$ cat config.mk
export PLATFORM = sky130hd
export DESIGN_NAME = icpg_ctrl
export DESIGN_NICKNAME = d
export VERILOG_FILES = /design/src/sv/icpg_pkg.sv /design/src/sv/icpg_ctrl.sv
export SDC_FILE = /design/constraint.sdc
export NUM_CORES = 1
export LEC_CHECK = 0
export BUFFER_PORTS_ARGS = -buffer_cell sky130_fd_sc_hd__buf_4
export CORE_AREA = 2 2 39 41
export CTS_BUF_LIST = sky130_fd_sc_hd__clkbuf_16
export DETAILED_ROUTE_END_ITERATION = 6
export DIE_AREA = 0 0 41 43
export SETUP_SLACK_MARGIN = 0.02
export SYNTH_ARGS = -nofsm -noshare
export SYNTH_HDL_FRONTEND = slang
export SYNTH_SLANG_ARGS = --single-unit
$ cat constraint.sdc
create_clock -name clk_i -period 1.26 [get_ports clk_i]
set_input_delay 0.252 -clock clk_i [delete_from_list [all_inputs] [get_ports clk_i]]
set_output_delay 0.252 -clock clk_i [all_outputs]
set_load 0.05 [all_outputs]
$ cat src/sv/icpg_pkg.sv
`default_nettype none
// ----------------------------------------------------------------------------
// icpg_pkg
// Shared types, codes and sizes of the im2col patch generator.
// ----------------------------------------------------------------------------
package icpg_pkg;

  localparam int unsigned IMAGE_WORDS   = 4096;
  localparam int unsigned WORD_BITS     = 32;
  localparam int unsigned IDX_BITS      = $clog2(IMAGE_WORDS);
  localparam int unsigned CFG_IDX_BITS  = 3;
  localparam int unsigned CFG_DATA_BITS = 7;

  typedef enum logic [1:0] {
    MODE_LOAD    = 2'd0,
    MODE_EMIT    = 2'd1,
    MODE_RESTART = 2'd2
  } mode_e;

  typedef enum logic [CFG_IDX_BITS-1:0] {
    CFG_NUM_CHANNELS  = 3'd0,
    CFG_IMAGE_HEIGHT  = 3'd1,
    CFG_IMAGE_WIDTH   = 3'd2,
    CFG_KERNEL_HEIGHT = 3'd3,
    CFG_KERNEL_WIDTH  = 3'd4,
    CFG_PAD_AMOUNT    = 3'd5,
    CFG_STRIDE_ROWS   = 3'd6,
    CFG_STRIDE_COLS   = 3'd7
  } cfg_idx_e;

  typedef enum logic [2:0] {
    ST_IDLE,
    ST_MUL,
    ST_OFFS,
    ST_ADDR,
    ST_DATA
  } state_e;

  typedef struct packed {
    logic [1:0]  mode;
    logic [31:0] pixel_word;
  } in_word_t;

  typedef struct packed {
    logic [31:0] element_value;
    logic        is_padding;
    logic [11:0] source_index;
    logic        row_end;
    logic        matrix_end;
  } out_word_t;

  typedef struct packed {
    logic load;
    logic restart;
    logic mul;
    logic offs;
    logic rd;
    logic finish;
  } dp_cmd_t;

  typedef struct packed {
    logic geom_ok;
    logic out_free;
  } dp_status_t;

endpackage
`default_nettype wire

$ cat src/sv/icpg_ctrl.sv
`default_nettype none
// ----------------------------------------------------------------------------
// icpg_ctrl
// Sequencer: takes input words and steps the datapath through one emit.
// ----------------------------------------------------------------------------
module icpg_ctrl (
  input  wire logic                 clk_i,
  input  wire logic                 rst_ni,
  input  wire logic                 in_valid_i,
  output logic                      in_ready_o,
  input  wire logic [1:0]           mode_i,
  input  wire icpg_pkg::dp_status_t status_i,
  output icpg_pkg::dp_cmd_t         cmd_o
);
  import icpg_pkg::*;

  state_e state_q, state_d;

  always_ff @(posedge clk_i or negedge rst_ni) begin
    if (!rst_ni) begin
      state_q <= ST_IDLE;
    end else begin
      state_q <= state_d;
    end
  end

  always_comb begin
    state_d    = state_q;
    cmd_o      = '0;
    in_ready_o = 1'b0;
    case (state_q)
      ST_IDLE: begin
        in_ready_o = 1'b1;
        if (in_valid_i) begin
          case (mode_i)
            MODE_LOAD:    cmd_o.load = 1'b1;
            MODE_RESTART: cmd_o.restart = 1'b1;
            MODE_EMIT: begin
              if (status_i.geom_ok) begin
                state_d = ST_MUL;
              end
            end
            default: ;
          endcase
        end
      end
      ST_MUL: begin
        cmd_o.mul = 1'b1;
        state_d   = ST_OFFS;
      end
      ST_OFFS: begin
        cmd_o.offs = 1'b1;
        state_d    = ST_ADDR;
      end
      ST_ADDR: begin
        cmd_o.rd = 1'b1;
        state_d  = ST_DATA;
      end
      ST_DATA: begin
        if (status_i.out_free) begin
          cmd_o.finish = 1'b1;
          state_d      = ST_IDLE;
        end
      end
      default: state_d = ST_IDLE;
    endcase
  end

endmodule
`default_nettype wire

# After elaboration in Yosys (flattened, before gate mapping)
# Index checks and enable logic that the tools add are counted.
# word_totals
ff_bits	3
in_bits	7
out_inout_bits	7
elab_cells	29
# classes
n_eq_ne	10
n_mux	15
n_reduce_logical	3
# op_table
cell	n
3-bit one-hot mux with 5 select lines	1
3-bit two-way mux	4
1-bit two-way mux	8
3-bit by 2-bit equality test with 1-bit output, second input constant	2
2-bit != test, second input constant	3
2-bit two-way mux	2
4-bit AND reduction	1
3-bit by 1-bit equality test with 1-bit output, second input constant	1
3-bit equality test, second input constant	1
3-bit zero test	1
2-bit by 1-bit equality test with 1-bit output, second input constant	1
2-bit equality test, second input constant	1
2-bit zero test	1
2-bit by 1-bit != test with 1-bit output, second input constant	1

# Longest topological paths before layout
# Gate-level depths: netlist of run 1.
# logic_depth
ltp_word	4
mapped_depth	3
mapped_depth_nobuf	2

# Worst setup path before layout of run 1
# Ideal clock, no wire load.
# synth_path
path_type	reg-to-output
start	reg state_q[1]
end	out cmd_o[3] in the netlist's numbering
arrival_ns	1.659
required_time_ns	1.008
slack_ns	-0.651
stages_incl_launch_ff	3
path_buffers	1
cell_sequence	dfrtp_1 > buf_2 > nor3b_1
# synth_lines
element	line	text
start: declaration	icpg_ctrl.sv:17	state_e state_q, state_d;
start signal: assignment	icpg_ctrl.sv:23	state_q <= state_d;
end: declaration	icpg_ctrl.sv:13	output icpg_pkg::dp_cmd_t cmd_o

==> flow_summary_export.csv, run 1 <==
group,metric,value,unit
outcome,status,"complete, but fails checks",
final_layout,largest_register_ff_count,3,
logic_synthesis,ys_seq_elements,3,
critical_path,cp_num_buf_inv,1,
logic_synthesis,synth_top_area_cell,"dfrtp_1",
critical_path,critPathLaunchType,"flip-flop",
cts,cts-root-buf,"clkbuf_16",
route,wl_per_cell,10.6,um
global_routing,grt_max_degree,8,
route,via_per_inst,4.24,
final_layout,drive_gt1_share,78.3,%
power_and_ir_drop,pwr-share-comb,57.3,%
power_and_ir_drop,p_total,1.75,mW
critical_path,required,1.01,ns
logic_synthesis,yosysMostFrequentCell,"dfrtp_1",
timing,hold_violations,0,
timing,finalCriticalPeriod,1.50,ns
global_routing,grt_pass1_wl,1130,um
floorplanning,ios,14,
route,route.vias.total,263,
timing,max_freq,665,MHz
logic_synthesis,syn_inst,23,
logic_synthesis,synth_nets,30,
power_and_ir_drop,switchingPower,0.695,mW
floorplanning,core_area,0.00138,sq mm
floorplanning,dieArea,0.00176,sq mm
cts,htree_levels,1,
route,drt-total-wl,658,um
cts,cts_buffers,3,
outcome,violations,"negative setup slack",
critical_path,end_kind,"output port",
floorplanning,dieHeight,43,um
timing,fin_crit_sh,119,%
final_layout,final_area,562,sq um
critical_path,path_cells,"nor3_4 -> and4bb_4 -> buf_8",
route,dr.first_iter.drc_count,0,
route,ant_nets,0,
worst_hold_path,hold_path.class,"input pin to flip-flop",
timing,setup_slack,-0.244,ns
critical_path,arrival,1.25,ns
cts,cts_tree,"yes",
cts,clk_pin_slew_worst_paths,0.03,ns
final_layout,finalNetCount,54,
logic_synthesis,synth-seq-area-share,33.3,%
critical_path,crit_family,"flip-flops",
final_layout,fill_cells,138,
cts,cts.sinks,3,
logic_synthesis,syn_avg_cell_area,9.79,sq um
logic_synthesis,ys.warnings.count,0,
power_and_ir_drop,p_leak,0.260,nW
global_routing,antenna_found_initial,0,
final_layout,syn_to_final_growth,149,%
cts,cts_buffer_depth,2,
final_layout,top_register,"state_q",
power_and_ir_drop,switching_share,39.8,%
timing,setup_viol,7,
cts,clkLatencyLatePin,0.23,ns
logic_synthesis,synth_common_cells,"3 x dfrtp_1, 2 x buf_6, 2 x inv_1, 2 x nor2_1, 2 x nor3_1",
final_layout,reg_top3,"state_q (3)",
critical_path,max_stage_delay,0.45,ns
power_and_ir_drop,sequentialPowerShare,14.3,%
power_and_ir_drop,clockPowerShare,28.4,%
critical_path,crit_fanout,7,
critical_path,crit_type,"flip-flop to output port",
global_routing,overflow,0,
floorplanning,start_util,16.3,%
placement,io_buffers,13,
global_routing,grt_pass1_vias,290,
job,maxCapViolations,0,
final_layout,antenna_cells,0,
critical_path,cpMaxStageDelayCell,"dfrtp_2",
placement,dpl.cell_count,52,
floorplanning,rows,14,
global_routing,grt_use_total,10.7,%
placement,routabilityCongestion,0.726,
power_and_ir_drop,p_int,1.05,mW
timing,max_slew_margin,88.1,%
logic_synthesis,synthesis.area,225,sq um
timing,finalMaxSlewViolations,0,
timing,rsz0062_at_grt,"yes",
logic_synthesis,async_flop_share,100,%
logic_synthesis,synth_area_leaders,"dfrtp_1 33%, buf_6 10%, and4bb_1 5.6%",
route,drcViolationCount,0,
timing,hold_ws,0.312,ns
logic_synthesis,synth_cell_types,17,
route,firstDrtPassIters,1,
placement,dpl.hpwl,429,um
floorplanning,die_w,41,um
timing,worst_pin_slew,0.178,ns
placement,dpl_cell_area,385,sq um
final_layout,fin_cells,62,
logic_synthesis,ys.flop_type,"dfrtp_1",
logic_synthesis,synth_edf_count,0,
power_and_ir_drop,power_density,3110,mW/mm^2
timing,clock-skew-final,0.00452,ns
logic_synthesis,synth_top_area_share,33.3,%
power_and_ir_drop,peakVddDrop,0.860,mV
==> power by group through the flow <==
stage          Clock (mW)  Sequential, mW  Combinational [mW]
2_1_floorplan           0           0.160               0.730
3_3_place_gp            0           0.241               0.784
3_5_place_dp            0           0.244               0.787
4_1_cts             0.506           0.259               0.945
5_1_grt             0.514           0.264                1.06
6_report            0.497           0.250                1.00
==> cell usage in the layout, fill, tap and decap left out <==
cell type / n
buf_6: 6
nor2_1: 2
clkbuf_16: 3
and3_2: 1
buf_4: 13
nand4b_1: 1
and4b_4: 1
dlygate4sd3_1: 1
a211oi_1: 1
dfrtp_2: 3
inv_1: 3
xnor2_1: 1
a31o_1: 1
nor3b_4: 1
and3b_2: 1
nor3_4: 3
buf_8: 3
and4bb_4: 1
==> tightest hold or removal path: stages <==
cell,delay (ns)
buf_4,0.11
nand4b_1,0.07
a211oi_1,0.06
==> path summary, 6_finish.rpt <==
path                                        start                      to  slack (ns)  depth (start not counted)
setup reg to reg           state_q[2]$_DFFE_PN0P_  state_q[2]$_DFFE_PN0P_        0.14                          3
setup / recovery           state_q[1]$_DFFE_PN0P_                cmd_o[5]       -0.24                          3
hold / removal                        status_i[1]  state_q[0]$_DFFE_PN0P_        0.31                          3
min in group asynchronous                  rst_ni  state_q[2]$_DFFE_PN0P_        0.36                          2
max in group asynchronous                  rst_ni  state_q[1]$_DFFE_PN0P_        0.80                          2
hold reg to reg            state_q[1]$_DFFE_PN0P_  state_q[0]$_DFFE_PN0P_        0.71                          2
==> kinds of logic (layout without fill, tap and decap cells) <==
logic type | Yosys count | in the layout | synth area share, %
AND/OR/NAND/NOR | 11 | 11 | 36.7
buffers and inverters | 6 | 29 | 18.9
flip-flops | 3 | 3 | 33.3
AO/OA/AOI/OAI | 2 | 2 | 7.22
XOR/XNOR | 1 | 1 | 3.89
==> through the flow <==
step | worst slack [ns] | util (%) | TNS (ns)
2_1_floorplan | -0.00395 | - | -0.00395
3_3_place_gp | -0.0863 | 27.8 | -0.167
3_5_place_dp | -0.108 | 27.8 | -0.225
4_1_cts | -0.272 | 39.5 | -1.24
5_1_grt | -0.298 | 40.6 | -1.56
6_report | -0.244 | 40.6 | -1.21
==> routing by layer <==
layer	vias up	global-route usage, %	wire length (um)
li1	125	-	-
met1	120	10.1	213
met2	14	15.9	368
met3	4	3.14	50
met4	0	12.0	25
met5	-	0	0
==> layout make-up <==
class,count,area (sq um),share of cell area [%]
tap,16,20.0,3.56
clock buffer,3,75.1,13.4
inverter,2,7.51,1.34
timing repair buffer,23,220,39.2
sequential,3,78.8,14.0
multi-input combinational,14,156,27.8
clock inverter,1,3.75,0.668
==> repair_timing <==
item	in CTS	in global routing
pin swaps	1	0
hold buffers	1	0
gates resized for setup	16	0
endpoints found under the setup margin	7	7
hold endpoints to repair	3	0
buffers inserted	3	2
No activity file was read; power rests on OpenSTA's default activity.
==> run 2, diff against run 1 <==
--- a/config.mk
+++ b/config.mk
@@ -10,2 +10,3 @@
 export CTS_BUF_LIST = sky130_fd_sc_hd__clkbuf_16
+export CTS_CLUSTER_SIZE = 12
 export DETAILED_ROUTE_END_ITERATION = 6
==> constraint.sdc (replaced) <==
create_clock -name clk_i -period 1.26 [get_ports clk_i]
set_input_delay 0.126 -clock clk_i [delete_from_list [all_inputs] [get_ports clk_i]]
set_output_delay 0.126 -clock clk_i [all_outputs]
set_load 0.05 [all_outputs]
==> flow_summary_export.csv, run 2 (synthesized netlist as in run 1, its figures left out) <==
group,metric,value,unit
outcome,status,"complete, but fails checks",
outcome,violations,"negative setup slack",
critical_path,crit_type,"flip-flop to output port",
critical_path,end_kind,"output port",
floorplanning,dieHeight,43,um
power_and_ir_drop,p_leak,0.253,nW
final_layout,antenna_cells,0,
route,firstDrtPassIters,1,
critical_path,setup.worst_path.start,"state_q[1]$_DFFE_PN0P_",
cts,htree_levels,1,
global_routing,antenna_found_initial,0,
global_routing,grt_pass1_vias,233,
placement,routabilityCongestion,0.671,
floorplanning,rows,14,
floorplanning,start_util,16.3,%
route,dr.first_iter.drc_count,0,
floorplanning,ios,14,
final_layout,largest_register_ff_count,3,
final_layout,regArea,78.8,sq um
cts,cts_buffers,3,
route,drcViolationCount,0,
final_layout,drive_gt1_share,77.8,%
cts,clkLatencyLatePin,0.22,ns
route,ant_nets,0,
placement,dpl.hpwl,377,um
global_routing,grt_pass1_wl,917,um
final_layout,final_area,546,sq um
cts,cts_tree,"yes",
critical_path,critPathLaunchType,"flip-flop",
timing,timing.setup.tns,-0.346,ns
timing,max_slew_margin,85.5,%
worst_hold_path,hold_start,"status_i[1]",
critical_path,crit_fanout,4,
job,maxCapViolations,0,
timing,finalCriticalPeriod,1.35,ns
worst_hold_path,hold_path.class,"input pin to flip-flop",
route,drt-total-wl,667,um
route,via_per_inst,4.21,
timing,max_freq,740,MHz
power_and_ir_drop,power_density,3160,mW/mm^2
critical_path,cp_num_buf_inv,1,
final_layout,reg_top3,"state_q (3)",
critical_path,path_cells,"nor3_2 -> and4b_2 -> buf_8",
critical_path,crit_family,"simple AND/OR/NAND/NOR gates",
placement,io_buffers,13,
timing,clock-skew-final,0.000500,ns
timing,finalMaxSlewViolations,0,
cts,clk_pin_slew_worst_paths,0.03,ns
global_routing,grt_use_total,8.65,%
timing,rsz0062_at_grt,"yes",
placement,dpl_cell_area,345,sq um
final_layout,layout_common_cells,"11 x buf_4, 8 x buf_6, 3 x inv_1, 3 x clkbuf_16, 3 x dfrtp_2",
floorplanning,dieArea,0.00176,sq mm
timing,setup_viol,6,
cts,cts_buffer_depth,2,
critical_path,rr_startpoint,"state_q[1]$_DFFE_PN0P_",
global_routing,grt_max_degree,7,
critical_path,required,1.13,ns
critical_path,arrival,1.23,ns
final_layout,multi_input_comb_area,148,sq um
cts,cts.sinks,3,
final_layout,final_common_cell,"buf_4",
timing,worst_pin_slew,0.216,ns
timing,hold_violations,0,
critical_path,max_stage_delay,0.42,ns
floorplanning,core_area,0.00138,sq mm
floorplanning,die_w,41,um
cts,cts-root-buf,"clkbuf_16",
placement,place_ws,0.112,ns
timing,setup_slack,-0.0916,ns
critical_path,cpMaxStageDelayCell,"dfrtp_2",
route,route.vias.total,257,
final_layout,fill_cells,140,
final_layout,top_register,"state_q",
timing,fin_crit_sh,107,%
final_layout,syn_to_final_growth,142,%
power_and_ir_drop,peakVddDrop,1.11,mV
timing,hold_ws,0.193,ns
global_routing,overflow,0,
final_layout,finalNetCount,53,
route,wl_per_cell,10.9,um
-- run 2: cell types whose count changed in the layout (fill, tap and decap cells not counted), sizes merged --
cell	delta
buf	-1
-- run 2: area by class of cell --
cell class	instances	share of cell area, %
Multi-Input combinational cell	14	27.1
Inverter	2	1.38
Tap cell	16	3.67
Timing Repair Buffer	22	39.0
Clock buffer	3	13.8
Sequential cell	3	14.4
Clock inverter	1	0.688
-- run 2: worst register-to-register path: stages (launching register included) --
cell and delay, ns:
dfrtp_2 0.42, buf_4 0.15, and3b_1 0.18, a31o_1 0.19
-- run 2: power breakdown --
part | switching, mW | internal (mW) | total (mW)
clock network | 0.0874 | 0.409 | 0.497
logic | 0.528 | 0.472 | 1.00
registers | 0.0768 | 0.151 | 0.228
-- run 2: worst paths after layout --
| kind | to | slack, ns | cells after the start |
|---|---|---|---|
| min | state_q[0]$_DFFE_PN0P_ | 0.19 | 3 |
| max in group asynchronous | state_q[1]$_DFFE_PN0P_ | 0.93 | 2 |
| max reg2reg | state_q[2]$_DFFE_PN0P_ | 0.20 | 3 |
| min in group asynchronous | state_q[0]$_DFFE_PN0P_ | 0.23 | 2 |
| min reg2reg | state_q[0]$_DFFE_PN0P_ | 0.66 | 2 |
| max | cmd_o[4] | -0.09 | 3 |
-- run 2: stage by stage --
step                util (%)  instances  power, mW
global placement        25.0         50      0.918
CTS                     36.3         58       1.61
detailed placement      25.0         50      0.922
floorplan                  -         23      0.792
finish                  39.4         61       1.72
global route            39.4         61       1.81
-- run 2: timing repair --
action                                  CTS  global route
endpoints found under the hold margin     3             0
pin swaps                                 3             4
endpoints found under the setup margin    7             6
hold buffers                              1             0
gates resized for setup                  13             7
setup buffers                             3             3
-- run 2: metal layers --
layer	global-route usage (%)	vias to the layer above	routed length [um]
li1	-	122	-
met1	10.0	118	280
met2	10.3	15	305
met3	3.66	2	60
met4	10.0	0	20
met5	0	-	0
